### src/rtl/bhpq_pkg.sv
// Shared types and constants for the binary heap priority queue.
// Used by bhpq_mem, bhpq_sift and binary_heap_priority_queue; no dependencies.
package bhpq_pkg;

	localparam int DEPTH = 64;
	localparam int KEY_W = 32;
	localparam int IDX_W = $clog2(DEPTH);
	localparam int CNT_W = $clog2(DEPTH + 1);

	typedef enum logic {
		CMD_PUSH = 1'b0,
		CMD_POP  = 1'b1
	} cmd_t;

	typedef enum logic [1:0] {
		ST_OK    = 2'd0,
		ST_EMPTY = 2'd1,
		ST_FULL  = 2'd2
	} status_t;

	typedef struct packed {
		cmd_t                    cmd;
		logic signed [KEY_W-1:0] key_in;
	} in_item_t;

	typedef struct packed {
		logic signed [KEY_W-1:0] top_key;
		logic                    is_empty;
		logic [CNT_W-1:0]        entry_count;
		status_t                 status;
	} out_item_t;

	typedef struct packed {
		logic             we;
		logic [IDX_W-1:0] waddr;
		logic [KEY_W-1:0] wdata;
		logic [IDX_W-1:0] raddr_a;
		logic [IDX_W-1:0] raddr_b;
	} mem_req_t;

endpackage

### src/rtl/bhpq_mem.sv
// Heap key store: one write port, two read ports with registered data.
// Depends on bhpq_pkg for the request struct and sizes.
module bhpq_mem import bhpq_pkg::*; (
	input  logic             clk,
	input  mem_req_t         req,
	output logic [KEY_W-1:0] rd_a,
	output logic [KEY_W-1:0] rd_b
);

	logic [KEY_W-1:0] mem [DEPTH];

	always_ff @(posedge clk) begin
		if (req.we) begin
			mem[req.waddr] <= req.wdata;
		end
		rd_a <= mem[req.raddr_a];
		rd_b <= mem[req.raddr_b];
	end

endmodule

### src/rtl/bhpq_sift.sv
// Heap sequencer: push with sift-up, pop with sift-down, over bhpq_mem.
// Depends on bhpq_pkg for item, result and memory request types.
module bhpq_sift import bhpq_pkg::*; (
	input  logic             clk,
	input  logic             arst_n,
	input  logic             min_first,
	input  logic             start,
	input  in_item_t         item,
	output logic             idle,
	output mem_req_t         mem_req,
	input  logic [KEY_W-1:0] rd_a,
	input  logic [KEY_W-1:0] rd_b,
	output logic             done,
	output out_item_t        result
);

	localparam int WIDE_W = IDX_W + 2;

	typedef enum logic [6:0] {
		S_IDLE    = 7'b0000001,
		S_UP      = 7'b0000010,
		S_UP_CMP  = 7'b0000100,
		S_DN_LAST = 7'b0001000,
		S_DN      = 7'b0010000,
		S_DN_CMP  = 7'b0100000,
		S_FIN     = 7'b1000000
	} state_t;

	state_t           state_q;
	logic [CNT_W-1:0] cnt_q;
	logic [IDX_W-1:0] now_q;
	logic [KEY_W-1:0] cur_q;
	logic [KEY_W-1:0] root_q;
	status_t          status_q;

	// true when key a is strictly ahead of key b in serving order
	function automatic logic better(input logic [KEY_W-1:0] a, input logic [KEY_W-1:0] b,
		input logic mf);
		logic lt;
		logic gt;
		lt = $signed(a) < $signed(b);
		gt = $signed(a) > $signed(b);
		return mf ? lt : gt;
	endfunction

	logic [IDX_W-1:0]  parent;
	logic [WIDE_W-1:0] left_w;
	logic [WIDE_W-1:0] right_w;
	logic [WIDE_W-1:0] cnt_w;
	logic              left_ok;
	logic              right_ok;
	logic              up_stop;
	logic              l_better;
	logic              r_better;
	logic [KEY_W-1:0]  best_l;
	logic [KEY_W-1:0]  best;
	logic              moving;

	assign parent   = IDX_W'((now_q - 1'b1) >> 1);
	assign left_w   = {1'b0, now_q, 1'b1};
	assign right_w  = left_w + 1'b1;
	assign cnt_w    = {{(WIDE_W - CNT_W){1'b0}}, cnt_q};
	assign left_ok  = left_w < cnt_w;
	assign right_ok = right_w < cnt_w;
	assign up_stop  = better(rd_a, cur_q, min_first);
	assign l_better = better(rd_a, cur_q, min_first);
	assign best_l   = l_better ? rd_a : cur_q;
	assign r_better = right_ok && better(rd_b, best_l, min_first);
	assign best     = r_better ? rd_b : best_l;
	assign moving   = l_better || r_better;

	always_comb begin
		mem_req = '0;
		unique case (state_q)
			S_IDLE: begin
				// fetch the last entry for a pop
				mem_req.raddr_a = IDX_W'(cnt_q - 1'b1);
			end
			S_UP: begin
				if (now_q == '0) begin
					mem_req.we    = 1'b1;
					mem_req.waddr = now_q;
					mem_req.wdata = cur_q;
				end else begin
					mem_req.raddr_a = parent;
				end
			end
			S_UP_CMP: begin
				mem_req.we    = 1'b1;
				mem_req.waddr = now_q;
				mem_req.wdata = up_stop ? cur_q : rd_a;
			end
			S_DN: begin
				if (left_ok) begin
					mem_req.raddr_a = left_w[IDX_W-1:0];
					mem_req.raddr_b = right_w[IDX_W-1:0];
				end else begin
					mem_req.we    = 1'b1;
					mem_req.waddr = now_q;
					mem_req.wdata = cur_q;
				end
			end
			S_DN_CMP: begin
				mem_req.we    = 1'b1;
				mem_req.waddr = now_q;
				mem_req.wdata = moving ? best : cur_q;
			end
			S_DN_LAST, S_FIN: begin
			end
			default: begin
			end
		endcase
	end

	always_ff @(posedge clk or negedge arst_n) begin
		if (!arst_n) begin
			state_q  <= S_IDLE;
			cnt_q    <= '0;
			now_q    <= '0;
			cur_q    <= '0;
			status_q <= ST_OK;
		end else begin
			unique case (state_q)
				S_IDLE: begin
					if (start) begin
						status_q <= ST_OK;
						if (item.cmd == CMD_PUSH) begin
							if (cnt_q == CNT_W'(DEPTH)) begin
								status_q <= ST_FULL;
								state_q  <= S_FIN;
							end else begin
								now_q   <= IDX_W'(cnt_q);
								cur_q   <= item.key_in;
								cnt_q   <= cnt_q + 1'b1;
								state_q <= S_UP;
							end
						end else begin
							if (cnt_q == '0) begin
								status_q <= ST_EMPTY;
								state_q  <= S_FIN;
							end else begin
								cnt_q   <= cnt_q - 1'b1;
								state_q <= S_DN_LAST;
							end
						end
					end
				end
				S_UP: begin
					state_q <= (now_q == '0) ? S_FIN : S_UP_CMP;
				end
				S_UP_CMP: begin
					if (up_stop) begin
						state_q <= S_FIN;
					end else begin
						now_q   <= parent;
						state_q <= S_UP;
					end
				end
				S_DN_LAST: begin
					cur_q   <= rd_a;
					now_q   <= '0;
					state_q <= (cnt_q == '0) ? S_FIN : S_DN;
				end
				S_DN: begin
					state_q <= left_ok ? S_DN_CMP : S_FIN;
				end
				S_DN_CMP: begin
					if (moving) begin
						now_q   <= r_better ? right_w[IDX_W-1:0] : left_w[IDX_W-1:0];
						state_q <= S_DN;
					end else begin
						state_q <= S_FIN;
					end
				end
				S_FIN: begin
					state_q <= S_IDLE;
				end
				default: begin
					state_q <= S_IDLE;
				end
			endcase
		end
	end

	// mirror of entry 0 so the top key needs no extra read
	always_ff @(posedge clk) begin
		if (mem_req.we && mem_req.waddr == '0) begin
			root_q <= mem_req.wdata;
		end
	end

	assign idle = state_q == S_IDLE;
	assign done = state_q == S_FIN;

	always_comb begin
		result.top_key     = (cnt_q != '0) ? root_q : '0;
		result.is_empty    = cnt_q == '0;
		result.entry_count = cnt_q;
		result.status      = status_q;
	end

endmodule

### src/rtl/binary_heap_priority_queue.sv
// Top level of the binary heap priority queue: config register, result register.
// Depends on bhpq_pkg, bhpq_mem and bhpq_sift.
//
// Priority queue of signed keys held as a binary heap in a two-read, one-write
// memory with registered read data. Each input item is a push (cmd 0) or a
// pop (cmd 1); each returns one result item with the key now at the top (zero
// when empty), the empty flag, the entry count and a status (ok, pop on empty
// ignored, push on full dropped; a flagged item leaves the store untouched).
// One item is in work at a time. A push climbs from the next free slot until
// its key reaches the root or stops below a parent; a pop moves the last entry
// to the root and sinks it until it stops above its children or reaches a
// leaf, unless it empties the heap. Each heap level takes a memory read and
// then a compare-and-write; a flagged item goes straight to its result.
// Every result passes through the result register. The next item is taken
// while the previous result is being handed over. min_first (reset 1) picks
// smallest-first order; write it only while idle. Changing it with entries
// held does not reorder them.
module binary_heap_priority_queue import bhpq_pkg::*; (
	input  logic      clk,
	input  logic      arst_n,
	input  logic      cfg_we,
	input  logic      cfg_data,
	input  logic      in_valid,
	output logic      in_stall,
	input  in_item_t  in_item,
	output logic      out_valid,
	input  logic      out_stall,
	output out_item_t out_item
);

	logic             min_first_q;
	logic             sift_idle;
	logic             sift_done;
	logic             start;
	mem_req_t         mem_req;
	logic [KEY_W-1:0] rd_a;
	logic [KEY_W-1:0] rd_b;
	out_item_t        result;
	logic             out_valid_q;
	out_item_t        out_item_q;

	// order select register
	always_ff @(posedge clk or negedge arst_n) begin
		if (!arst_n) begin
			min_first_q <= 1'b1;
		end else if (cfg_we) begin
			min_first_q <= cfg_data;
		end
	end

	// take an item when the sequencer is idle and the result slot is free or
	// emptying this cycle
	assign in_stall = !(sift_idle && (!out_valid_q || !out_stall));
	assign start    = in_valid && !in_stall;

	bhpq_mem u_mem (
		.clk  (clk),
		.req  (mem_req),
		.rd_a (rd_a),
		.rd_b (rd_b)
	);

	bhpq_sift u_sift (
		.clk       (clk),
		.arst_n    (arst_n),
		.min_first (min_first_q),
		.start     (start),
		.item      (in_item),
		.idle      (sift_idle),
		.mem_req   (mem_req),
		.rd_a      (rd_a),
		.rd_b      (rd_b),
		.done      (sift_done),
		.result    (result)
	);

	// result register: load on completion, drop once taken
	always_ff @(posedge clk or negedge arst_n) begin
		if (!arst_n) begin
			out_valid_q <= 1'b0;
		end else if (sift_done) begin
			out_valid_q <= 1'b1;
		end else if (out_valid_q && !out_stall) begin
			out_valid_q <= 1'b0;
		end
	end

	always_ff @(posedge clk) begin
		if (sift_done) begin
			out_item_q <= result;
		end
	end

	assign out_valid = out_valid_q;
	assign out_item  = out_item_q;

endmodule

### config.mk
export PLATFORM = sky130hd
export DESIGN_NAME = binary_heap_priority_queue
export DESIGN_NICKNAME = d
export VERILOG_FILES = /design/src/rtl/bhpq_pkg.sv /design/src/rtl/bhpq_mem.sv /design/src/rtl/bhpq_sift.sv /design/src/rtl/binary_heap_priority_queue.sv
export SDC_FILE = /design/constraint.sdc
export NUM_CORES = 2
export LEC_CHECK = 0
export BUFFER_PORTS_ARGS = -buffer_cell sky130_fd_sc_hd__clkbuf_2
export CAP_MARGIN = 20
export CORE_MARGIN = 1
export CORE_UTILIZATION = 45
export DETAILED_ROUTE_END_ITERATION = 12
export GPL_TIMING_DRIVEN = 0
export MAX_ROUTING_LAYER = met4
export SLEW_MARGIN = 40
export SYNTH_ARGS = -nofsm -noshare
export SYNTH_HDL_FRONTEND = slang
export SYNTH_SLANG_ARGS = --single-unit
### constraint.sdc
create_clock -name clk -period 16.95 [get_ports clk]
set_input_delay 0.8475 -clock clk [delete_from_list [all_inputs] [get_ports clk]]
set_output_delay 0.8475 -clock clk [all_outputs]
set_load 0.03 [all_outputs]
==> out/results.ini <==
[status]
status=complete, but fails checks
failed_checks=DRC

[synth]
async_reset_ff_share_pct=2.50
synth_area_mm2=0.0983
avgSynthCellArea_um2=13.1
synth.yosys.seq_area_share_pct=67.5
syn_inst=7493
synth_edf_count=2122
syn_nets=7612
yosys_warnings=0
synth.distinct_cells=90
synthFlopType=edfxtp_1
synth_seq_cells=2242

[worst_setup_path]
worst-path-max-fanout=19
crit_arrival_ns=9.80
critPathMaxStageDelay_ns=0.72
cpMostUsedCell=buf_8
setup.worst_path.start_class=flop
required_ns=17.61
cp_slowest_cell=a211oi_2
path_class=flop to flop
end_kind=flop

[timing]
final-setup-viol-count=0
fin_crit_sh_pct=53.9
fin_setup_tns_ns=0
slew_headroom_pct=25.8
finalClockSkew_ns=0.0496
setup_ws_ns=7.82
slew_violations=0
min_period_ns=9.13
final_hold_viol_count=0
rsz0062_at_grt=false
worstMarginPinSlew_ns=1.11
fmax_mhz=109

[finish]
nNetsFinal=8308
final_cell_mix=edfxtp_1, nand2_1, nand3_1, mux2i_1, buf_2
drive_above_1_share_pct=20.3
mostFrequentLayoutCell=edfxtp_1
area_growth_pct=21.2
fin_util_pct=54.9

[route]
drtIter0Drc=15279
vias_per_cell=6.77
via_count=76610
drtAntennaViolNets=0
drcViolationCount=2
drt_wl_total_um=480000
wl_per_cell_um=42.4
drtPass1Iterations=12

[cts]
worstSkewPairLatency_ns=0.95
clock_sinks=2242
htree_levels=4
cts_tree=yes
cts_hold_buf=1
cts_buffers=233
postCtsSetupBuffers=0
cts_max_path_buffers=3
cts_resized=0
path_clk_slew_ns=0.07
ctsRootBufferMaster=clkbuf_16

[pwr]
powerDensity_mw_per_mm2=217
p_leak_nw=42.8
p_total_mw=25.9
vdd_drop_max_v=0.000285

[global_route]
grt_remaining_overflow=0
grtUsageTotal_pct=44.1
grt_pass1_wl_um=628000
antenna_found_initial=71
grt_pass1_vias=69827
grt_max_degree=31

[flow_run]
max_cap_viol_count=0

[floorplan]
die_area_mm2=0.220
start_util_pct=45.3
die_height_um=469
core_area_mm2=0.217
num_rows=171
ios=83
die_w_um=469

[place]
place_ws_ns=7.99
io_buffers=81
place_congestion=1.06
dp_hpwl_um=359000

[min_path]
hold_path_class=input port to flop

[flip-flops by register name, indices dropped and copies added (netlist names)]
signal,cells
out_valid,1
u_mem.mem,2048
u_sift.state_q,7
out_item,42
u_sift.now_q,6
u_mem.rd_b,32
min_first_q,1
u_mem.rd_a,32
u_sift.root_q,32
u_sift.cur_q,32
u_sift.cnt_q,7
u_sift.status_q,2
[cell families (layout without fill, tap and decap cells)]
group | after synthesis | in the layout | share of synthesized area (%)
multiplexers | 558 | 558 | 8.21
adder cells (fa/ha/maj) | 80 | 80 | 1.02
AO/OA/AOI/OAI | 1020 | 1020 | 7.40
XOR/XNOR | 15 | 15 | 0.134
flip-flops | 2242 | 2242 | 67.5
AND/OR/NAND/NOR | 2969 | 2969 | 12.8
buffers and inverters | 609 | 1505 | 2.91
other | 0 | 73 | 0
[cell type report]
| type | count | area [um2] |
|---|---|---|
| Fill cell | 17768 | 98000 |
| Sequential cell | 2242 | 66400 |
| Multi-Input combinational cell | 4642 | 31000 |
| Timing Repair Buffer | 461 | 7300 |
| Clock buffer | 295 | 6220 |
| Tap cell | 2854 | 3570 |
| Buffer | 524 | 2690 |
| Clock inverter | 140 | 1470 |
| Inverter | 85 | 319 |
| Antenna cell | 73 | 183 |
[per-layer routing]
layer  global-route usage (%)  up-vias  routed length [um]
met5                        -        -                   0
met4                     26.5        0               35500
met2                     57.5     6979              191000
met3                     17.7     1296               79800
li1                         -    29904                   -
met1                     57.0    38431              174000
[worst max-delay path, delay by kind of cell, from the launching register on]
family / cells / cell delay, ns
compound gates: 9 / 2.96
buf+inv: 8 / 2.51
simple gates: 6 / 1.77
fa+ha+maj: 2 / 0.64
mux: 1 / 0.50
flops: 1 / 0.37
[where the power goes]
| part | internal (mW) | switching, mW | leakage (nW) |
|---|---|---|---|
| Clock | 2.91 | 2.35 | 3.76 |
| Sequential | 6.28 | 0.130 | 23.1 |
| Combinational | 3.34 | 10.9 | 15.9 |
| Total | 12.5 | 13.3 | 42.8 |
[synthesized netlist by cell type, drive strengths merged (54+ instances only)]
cell type  count  area (um2)
edfxtp      2122       63700
nand2       1849        6950
nand3        655        3280
buf          339        1850
mux2i        297        2970
nor2         265        1010
a21oi        258        1320
a31oi        193        1220
mux4         192        4320
clkbuf       185         694
a32oi        158        1390
inv           84         315
ha            80        1000
mux2          69         777
dfxtp         64        1280
dfrtp         54        1350
[per-stage QoR]
step / std cells / hold WS, ns / area, um2
6_report: 11316 / 0.127 / 119000
3_5_place_dp: 10801 / 0.432 / 111000
2_1_floorplan: 7493 / 0.423 / 98300
3_3_place_gp: 10428 / 0.432 / 102000
4_1_cts: 11237 / 0.0907 / 119000
5_1_grt: 11301 / 0.138 / 119000
[path summary, 6_finish.rpt]
path	startpoint	endpoint	slack (ns)	depth (start not counted)
setup / recovery	u_sift.cur_q[6]$_DFFE_PN0P_	u_mem.mem[42][20]$_DFFE_PP_	7.82	26
setup reg to reg	u_sift.cur_q[6]$_DFFE_PN0P_	u_mem.mem[42][20]$_DFFE_PP_	7.82	26
min in group asynchronous	arst_n	u_sift.cur_q[2]$_DFFE_PN0P_	0.39	2
hold reg to reg	u_sift.status_q[1]$_DFFE_PN0P_	out_item[1]$_DFFE_PP_	0.44	0
hold / removal	cfg_data	min_first_q$_DFFE_PN1P_	0.13	2
max in group asynchronous	arst_n	u_sift.state_q[0]$_DFFE_PN1P_	15.95	3
No activity file was read; power rests on OpenSTA's default activity.
